===== config.mk =====
export PLATFORM = sky130hd
export DESIGN_NAME = lru_ipv_queue
export DESIGN_NICKNAME = d
export VERILOG_FILES = /design/src/rtl/assert_macros.svh /design/src/rtl/lru_ipv_pkg.sv /design/src/rtl/lru_ipv_queue.sv
export SDC_FILE = /design/constraint.sdc
export NUM_CORES = 1
export LEC_CHECK = 0
export CAP_MARGIN = 20
export CORE_MARGIN = 4
export CORE_UTILIZATION = 40
export CTS_CLUSTER_SIZE = 28
export DETAILED_ROUTE_END_ITERATION = 8
export DONT_BUFFER_PORTS = 1
export GPL_ROUTABILITY_DRIVEN = 0
export SLEW_MARGIN = 20
export SYNTH_ARGS = -nofsm -noshare
export SYNTH_HDL_FRONTEND = slang
export SYNTH_SLANG_ARGS = --single-unit
export TNS_END_PERCENT = 50

===== constraint.sdc =====
create_clock -name clk -period 2.4 [get_ports clk]
set_clock_uncertainty 0.15 [all_clocks]
set_input_delay 0.24 -clock clk [delete_from_list [all_inputs] [get_ports clk]]
set_output_delay 0.24 -clock clk [all_outputs]
set_load 0.01 [all_outputs]

===== src/rtl/assert_macros.svh =====
// ============================================================================
// assert_macros.svh - shared assertion macros
// Clocked assertion wrappers with an active-low asynchronous reset disable.
// ============================================================================
`ifndef ASSERT_MACROS_SVH
`define ASSERT_MACROS_SVH

// Property must hold at every clock edge outside reset.
`define ASSERT_ALWAYS(lbl, clk, rst_n, prop, msg) \
    lbl: assert property (@(posedge clk) disable iff (!rst_n) (prop)) \
        else $error(msg);

// Consequence must hold in the same cycle as the antecedent.
`define ASSERT_IMPLIES(lbl, clk, rst_n, pre, post, msg) \
    lbl: assert property (@(posedge clk) disable iff (!rst_n) (pre) |-> (post)) \
        else $error(msg);

// Consequence must hold in the cycle after the antecedent.
`define ASSERT_NEXT(lbl, clk, rst_n, pre, post, msg) \
    lbl: assert property (@(posedge clk) disable iff (!rst_n) (pre) |=> (post)) \
        else $error(msg);

`endif


===== src/rtl/lru_ipv_pkg.sv =====
// ============================================================================
// lru_ipv_pkg - shared types and constants
// Command codes, register indexes, reset values and the queued item format.
// ============================================================================
`timescale 1ns / 1ps

package lru_ipv_pkg;

    localparam int POS_W    = 4;
    localparam int WAY_W    = 4;
    localparam int SET_W    = 10;
    localparam int CMD_W    = 2;
    localparam int CFG_W    = 64;
    localparam int MAX_WAYS = 16;
    localparam int TREE_LEVELS = 4;

    localparam logic [CMD_W-1:0] CMD_HIT    = 2'd0;
    localparam logic [CMD_W-1:0] CMD_INSERT = 2'd1;
    localparam logic [CMD_W-1:0] CMD_INVAL  = 2'd2;
    localparam logic [CMD_W-1:0] CMD_VICTIM = 2'd3;

    localparam logic [0:0] CFG_PROMO  = 1'b0;
    localparam logic [0:0] CFG_INSERT = 1'b1;

    localparam logic [CFG_W-1:0] PROMO_RESET  = 64'hB800_1501_2403_0100;
    localparam logic [POS_W-1:0] INSERT_RESET = 4'd12;

    // One classified command as it sits in the queue between front and back.
    typedef struct packed {
        logic [CMD_W-1:0] cmd;
        logic [SET_W-1:0] set_index;
        logic [WAY_W-1:0] way_index;
        logic [POS_W-1:0] ins_target;
        logic             set_ok;
        logic             way_ok;
    } item_t;

endpackage


===== src/rtl/lru_ipv_queue.sv =====
// ============================================================================
// lru_ipv_queue - two-entry item queue
// Decouples command intake from the recency update engine.
// ============================================================================
`timescale 1ns / 1ps

module lru_ipv_queue (
    input  logic               clk,
    input  logic               rst_n,
    input  logic               push,
    input  lru_ipv_pkg::item_t push_item,
    output logic               full,
    input  logic               pop,
    output logic               pop_valid,
    output lru_ipv_pkg::item_t pop_item
);

    lru_ipv_pkg::item_t entries_reg [0:1];
    logic [1:0] count_reg, count_next;
    logic       wr_ptr_reg, wr_ptr_next;
    logic       rd_ptr_reg, rd_ptr_next;

    assign full      = count_reg == 2'd2;
    assign pop_valid = count_reg != 2'd0;
    assign pop_item  = entries_reg[rd_ptr_reg];

    always_comb
    begin
        wr_ptr_next = push ? ~wr_ptr_reg : wr_ptr_reg;
        rd_ptr_next = pop ? ~rd_ptr_reg : rd_ptr_reg;
        count_next  = count_reg + 2'(push) - 2'(pop);
    end

    always_ff @(posedge clk or negedge rst_n)
    begin
        if (!rst_n)
        begin
            count_reg  <= 2'd0;
            wr_ptr_reg <= 1'b0;
            rd_ptr_reg <= 1'b0;
        end
        else
        begin
            count_reg  <= count_next;
            wr_ptr_reg <= wr_ptr_next;
            rd_ptr_reg <= rd_ptr_next;
        end
    end

    always_ff @(posedge clk)
    begin
        if (push)
        begin
            entries_reg[wr_ptr_reg] <= push_item;
        end
    end

endmodule


== Word-level counts from Yosys, hierarchy flattened ==
Memory sizes are Yosys's and may differ from the RTL's.
Cells that the tools add are included.
Operators by class
  equal/unequal tests: 1
  bitwise logic cells: 2
  add/subtract/negate cells: 2
  reductions and logical operators: 1
  mux-type cells: 2
Operator list (number)
  $add A2 B1 Y2: 1
  $eq A2 B2 Y1 const B: 1
  $mux W1: 2
  $not A1 Y1: 2
  $reduce_bool A2 Y1: 1
  $sub A2 B1 Y2: 1
Storage, ports and cells
  RAM bits: 44
  memories: 1
  output and inout bits: 24
  flip-flop bits (word level): 4
Memories
  entries_reg: depth 2, bits a word 22, read ports 1, clocked after memory_dff 0, write ports 1, line lru_ipv_queue.sv:18  | lru_ipv_pkg::item_t entries_reg [0:1];

== Logic depth before layout (Yosys ltp) ==
Gate-level depths: netlist (run 1).
  depth after elaboration: 2
  gate-level depth with buffers: 5

== Least setup slack after synthesis (run 1) ==
No wires, ideal clock.
  path type: reg2reg
  from: register wr_ptr_reg
  to: memory entries_reg[0][0] (netlist bit), enable pin
  buffers on the path: 0
  path slack: 0.444 ns
  data arrival time: 1.403 ns
  data required time: 1.847 ns
  stages on the path, launching flop included: 2
  period minus slack after synthesis: 1.956 ns
  path through: dfrtp_1 nor2b_1
RTL lines
  from (decl): line lru_ipv_queue.sv:20  | logic wr_ptr_reg, wr_ptr_next;
  from (signal assigned): line lru_ipv_queue.sv:45  | wr_ptr_reg <= wr_ptr_next;
  to (decl): line lru_ipv_queue.sv:18
No word-level cell before the write port.

==> qor.yml, run 1 <==
outcome: "finished, final reports clean"
grt_overflow_total: 0
cts_tree: "built"
die_h_um: 74.9
synthTopCellsByArea: "edfxtp_1 (74%), mux2_2 (14%), dfrtp_1 (5.6%), ha_1 (1.4%), xor3_1 (1.3%)"
chipWidth_um: 74.9
syn_area_um2: 1790
worst-setup-path-type: "reg -> out"
dr.pass1.iters: 3
fin_setup_tns_ps: 0
ys_types: 11
synth_nets: 111
power.leakage_nw: 0.791
yosys.area.top_type: "edfxtp_1"
nFillCells: 368
placed_cell_area_um2: 1870
whs_ps: 77.3
cts-root-buf: "clkbuf_8"
startpoint_type: "flip-flop"
ant_nets: 0
drc_errors: 0
min_period_ps: 1920
nets: 146
finalMaxSlewViolations: 0
yosys_warnings: 0
grt_max_degree: 17
cp_max_fo: 16
wire_per_inst_um: 16.6
grt_pass1_wl_um: 4270
numCtsBuffers: 5
finalCritPeriodShare_pct: 79.9
p_per_area_nw_per_um2: 1060
gr-usage-all-layers_pct: 10.8
power_mw: 2.36
end_kind: "output pin"
drv_cap: 0
crit_arrival_ps: 1530
place_hpwl_um: 1990
clockBufferDepth: 2
final_hold_viol_count: 0
max_slew_margin_pct: 78.8
grt_pass1_vias: 910
cp.required_ps: 2010
path_clk_slew_ps: 80
peakVddDrop_mv: 0.561
diodes: 0
antenna_found_initial: 0
die_area_um2: 5610
h-tree-depth: 2
first_iter_violations: 20
fin_ws_ps: 481
portBuffers: 0
area_delta_synth_final_pct: 24.6
drt-vias-per-instance: 4.88
layout-drive-gt1-share_pct: 30.3
postCtsHoldBufs: 25
post-place-ws_ps: 763
tightest_slew_ps: 317
vias: 835
netlist_instances: 83
wirelength_um: 2850
largest_reg_flops: 44
insertion_delay_ps: 290
max_freq_mhz: 521
cts_resized: 0
holdCritPathClass: "in -> async"
fin_area_um2: 2230
synth.avg_cell_area_um2: 21.6
final_common_cell: "edfxtp_1"
io_pins: 50
final_cell_mix: "edfxtp_1 (44), dlygate4sd3_1 (25), mux2_2 (22)"
rr_worst_depth: 5
ys_seq_area_share_pct: 79.4
synth_top_cell_area_share_pct: 73.8
setup_viol: 0
start_util_pct: 41.1
rows: 24
rsz0062_at_grt: "false"
core-area_um2: 4350
ys_seq_elements: 48
clock-sinks: 48
post_cts_buffers: 0
==> report_power, final <==
group	internal, mW	switching [mW]	total [mW]
registers	1.12	0.0735	1.19
clock network	0.309	0.237	0.546
logic	0.296	0.327	0.623
total	1.72	0.637	2.36
==> synthesized netlist by cell type (all sizes together) <==
master and number:
edfxtp 44, mux2 22, dfrtp 4, buf 2, ha 2, inv 2, nor2b 2, xor2 2
and2 1, or2 1, xor3 1
==> path summary, 6_finish.rpt <==
| kind | start | endpoint | slack (ps) |
|---|---|---|---|
| hold / removal | rst_n | wr_ptr_reg$_DFFE_PN0P_ | 80 |
| hold reg to reg | wr_ptr_reg$_DFFE_PN0P_ | wr_ptr_reg$_DFFE_PN0P_ | 360 |
| setup / recovery | rd_ptr_reg$_DFFE_PN0P_ | pop_item[16] | 480 |
| setup reg to reg | count_reg[0]$_DFF_PN0_ | count_reg[1]$_DFF_PN0_ | 1050 |
| min in group clk | pop | count_reg[1]$_DFF_PN0_ | 170 |
| max in group asynchronous | rst_n | rd_ptr_reg$_DFFE_PN0P_ | 1830 |
==> kinds of logic (layout without fill, tap and decap cells) <==
kind of cell | Yosys count | in the layout | share of synthesized area (%)
adders and majority gates | 2 | 2 | 1.40
muxes | 22 | 22 | 13.8
xor gates and xnor gates | 3 | 3 | 2.31
and+or+nand+nor | 4 | 4 | 1.40
buffers and inverters | 4 | 40 | 1.68
DFF | 48 | 48 | 79.4
==> layout make-up <==
type,count,area [µm²],area share [%]
repair buffers,30,288,12.9
clock buffers,6,72.6,3.25
well taps,52,65.1,2.92
clock inverters,2,35.0,1.57
flip-flops and latches,48,1420,63.7
multi-input cells,31,342,15.3
inverters,2,7.51,0.337
==> per-stage QoR <==
step | utilization (%) | instances
2_1_floorplan | - | 83
3_3_place_gp | 43.0 | 138
3_5_place_dp | 43.0 | 138
4_1_cts | 51.2 | 171
5_1_grt | 51.2 | 171
6_report | 51.2 | 171
==> layer usage <==
layer	vias up	wire length [µm]	track usage, %
met5	-	0	0
met4	0	17	2.96
met3	4	341	5.87
met2	41	1500	19.3
met1	407	990	10.9
li1	383	-	-
==> critical path, stage by stage, from the launching register on <==
cell     delay [ps]
dfrtp_1         530
buf_4           300
mux2_2          400
(Power assumes the default switching activity.)
==> inputs of run 2 (changes only) <==
clock period = 1.7 ns   (was 2.4 ns; I/O delays follow)
==> run 2 against run 1 <==
Sequential share of layout area grew 0.22 points. Largest cell class unchanged. Clock power grew 11%. Worst setup slack lost 360 ps. Critical endpoint is now pop_item[2]. Highest routed layer unchanged. Combinational power grew 54%. Critical path type unchanged. Final cell count is the same. Register-to-register slack lost 690 ps. Cell area shrank 0.34%.
==> qor.yml, run 2 (synthesized netlist as in run 1, its figures left out) <==
max_slew_margin_pct: 82.6  # +3.7 points
ant_nets: 0  # unchanged
insertion_delay_ps: 280  # about the same
path_depth: 2  # unchanged
outcome: "finished, final reports clean"
final_common_cell: "edfxtp_1"
whs_ps: 117  # +39.4 ps
nets: 147  # +0.68%
h-tree-depth: 2  # unchanged
path_buf_inv: 1  # unchanged
max_freq_mhz: 635
cts-root-buf: "clkbuf_8"
finalCritPeriodShare_pct: 92.6
cp_cell_sequence: "buf_12, mux2_2"
crit_arrival_ps: 1250  # -280 ps
grt_max_degree: 24  # +7
drt-vias-per-instance: 4.88  # -0.12%
largest_reg_flops: 44  # unchanged
grt_overflow_total: 0  # unchanged
p_per_area_nw_per_um2: 1450  # +37%
wirelength_um: 2800  # -1.7%
path_clk_slew_ps: 80  # about the same
gr-usage-all-layers_pct: 10.5  # -0.37 points
portBuffers: 0  # unchanged
final_cell_mix: "edfxtp_1 (44), dlygate4sd3_1 (26), mux2_2 (22)"
io_pins: 50  # unchanged
worst-setup-path-type: "reg -> out"
cp_max_fo: 23  # +7
clock-sinks: 48  # unchanged
layout-drive-gt1-share_pct: 29.4  # -0.84 points
min_period_ps: 1570
antenna_found_initial: 0  # unchanged
die_h_um: 74.9  # unchanged
cp.required_ps: 1380  # -630 ps
tightest_slew_ps: 261  # -56.4 ps
clockBufferDepth: 2  # unchanged
wire_per_inst_um: 16.4  # -1.7%
cp_top_family: "multiplexers"
diodes: 0  # unchanged
end_kind: "output pin"
vias: 834  # -0.12%
core-area_um2: 4350  # unchanged
nFillCells: 352  # -4.3%
fin_setup_tns_ps: 0  # unchanged
drv_cap: 0  # unchanged
die_area_um2: 5610  # unchanged
rows: 24  # unchanged
drc_errors: 0  # unchanged
numCtsBuffers: 5  # unchanged
rr_worst_depth: 5  # unchanged
grt_pass1_vias: 903  # -0.77%
final_hold_viol_count: 0  # unchanged
hold_path_depth: 2
peakVddDrop_mv: 0.777  # +38%
power.leakage_nw: 0.786  # -0.68%
critPathSlowestCell: "mux2_2"
dr.pass1.iters: 2  # -1
holdCritPathClass: "in -> reg"
area_delta_synth_final_pct: 24.2
multiInputGateArea_um2: 342  # unchanged
grt_pass1_wl_um: 4170  # -2.3%
chipWidth_um: 74.9  # unchanged
cts_resized: 0  # unchanged
critPathMaxStageDelay_ps: 390  # -140 ps
place_hpwl_um: 1790  # -10%
startpoint_type: "flip-flop"
start_util_pct: 41.1  # unchanged
setup_viol: 0  # unchanged
finalMaxSlewViolations: 0  # unchanged
rsz0062_at_grt: "false"
seq_area_um2: 1420  # unchanged
cts_tree: "built"
first_iter_violations: 32  # +60%
run 2: changes by cell type in the layout (fill, tap and decap cells not counted), sizes merged:
cell / previous run / this run
bufinv: 1 / 0
dlygate4sd3: 25 / 26
run 2: power breakdown:
part           leakage [nW]  switching, mW  internal (mW)  total (mW)
registers             0.460         0.0762           1.58        1.65
clock network        0.0410          0.328          0.280       0.607
logic                 0.285          0.506          0.452       0.958
run 2: layout make-up:
| class | count | area share, % |
|---|---|---|
| sequential | 48 | 63.9 |
| multi-input combinational | 31 | 15.4 |
| timing repair buffer | 31 | 14.0 |
| clock buffer | 6 | 3.26 |
| tap | 52 | 2.93 |
| inverter | 2 | 0.338 |
| clock inverter | 1 | 0.225 |
run 2: metrics by stage:
step                      instance area (µm²)  cells  total power, mW  setup slack, ps  utilization [%]
after floorplan                          1790     83             2.40              150                -
after global placement                   1890    138             2.56              408             43.3
after detailed placement                 1890    138             2.60              352             43.3
after CTS                                2220    171             3.27             94.8             51.1
after global routing                     2220    171             3.41             60.7             51.1
final                                    2220    171             3.22              126             51.1
run 2: worst reg2reg max path, delay by kind of cell, from the launching register on:
family     cells  cell delay [ps]
fa+ha+maj      2              400
flops          1              360
xor+xnor       1              210
buf+inv        2              100
run 2: final timing paths:
check                                            start                      to  slack [ps]
worst max register to register  count_reg[0]$_DFF_PN0_  count_reg[1]$_DFF_PN0_         360
worst min register to register  wr_ptr_reg$_DFFE_PN0P_  wr_ptr_reg$_DFFE_PN0P_         350
worst max-delay path            rd_ptr_reg$_DFFE_PN0P_             pop_item[2]         130
worst min-delay path                               pop  count_reg[1]$_DFF_PN0_         120
min in group asynchronous                        rst_n  count_reg[0]$_DFF_PN0_         540
max in group asynchronous                        rst_n  wr_ptr_reg$_DFFE_PN0P_         690
run 2: timing repair:
item | CTS | global route
setup buffers | 0 | 0
endpoints found under the hold margin | 51 | 0
hold buffers | 26 | 0
run 2: metal layers:
layer / vias to the layer above / part of all wire [%] / global-route usage, %
met2: 37 / 53 / 18.6
met1: 409 / 36 / 10.5
met5: - / 0 / 0
met4: 0 / 0.46 / 3.56
li1: 386 / - / -
met3: 2 / 11 / 5.47
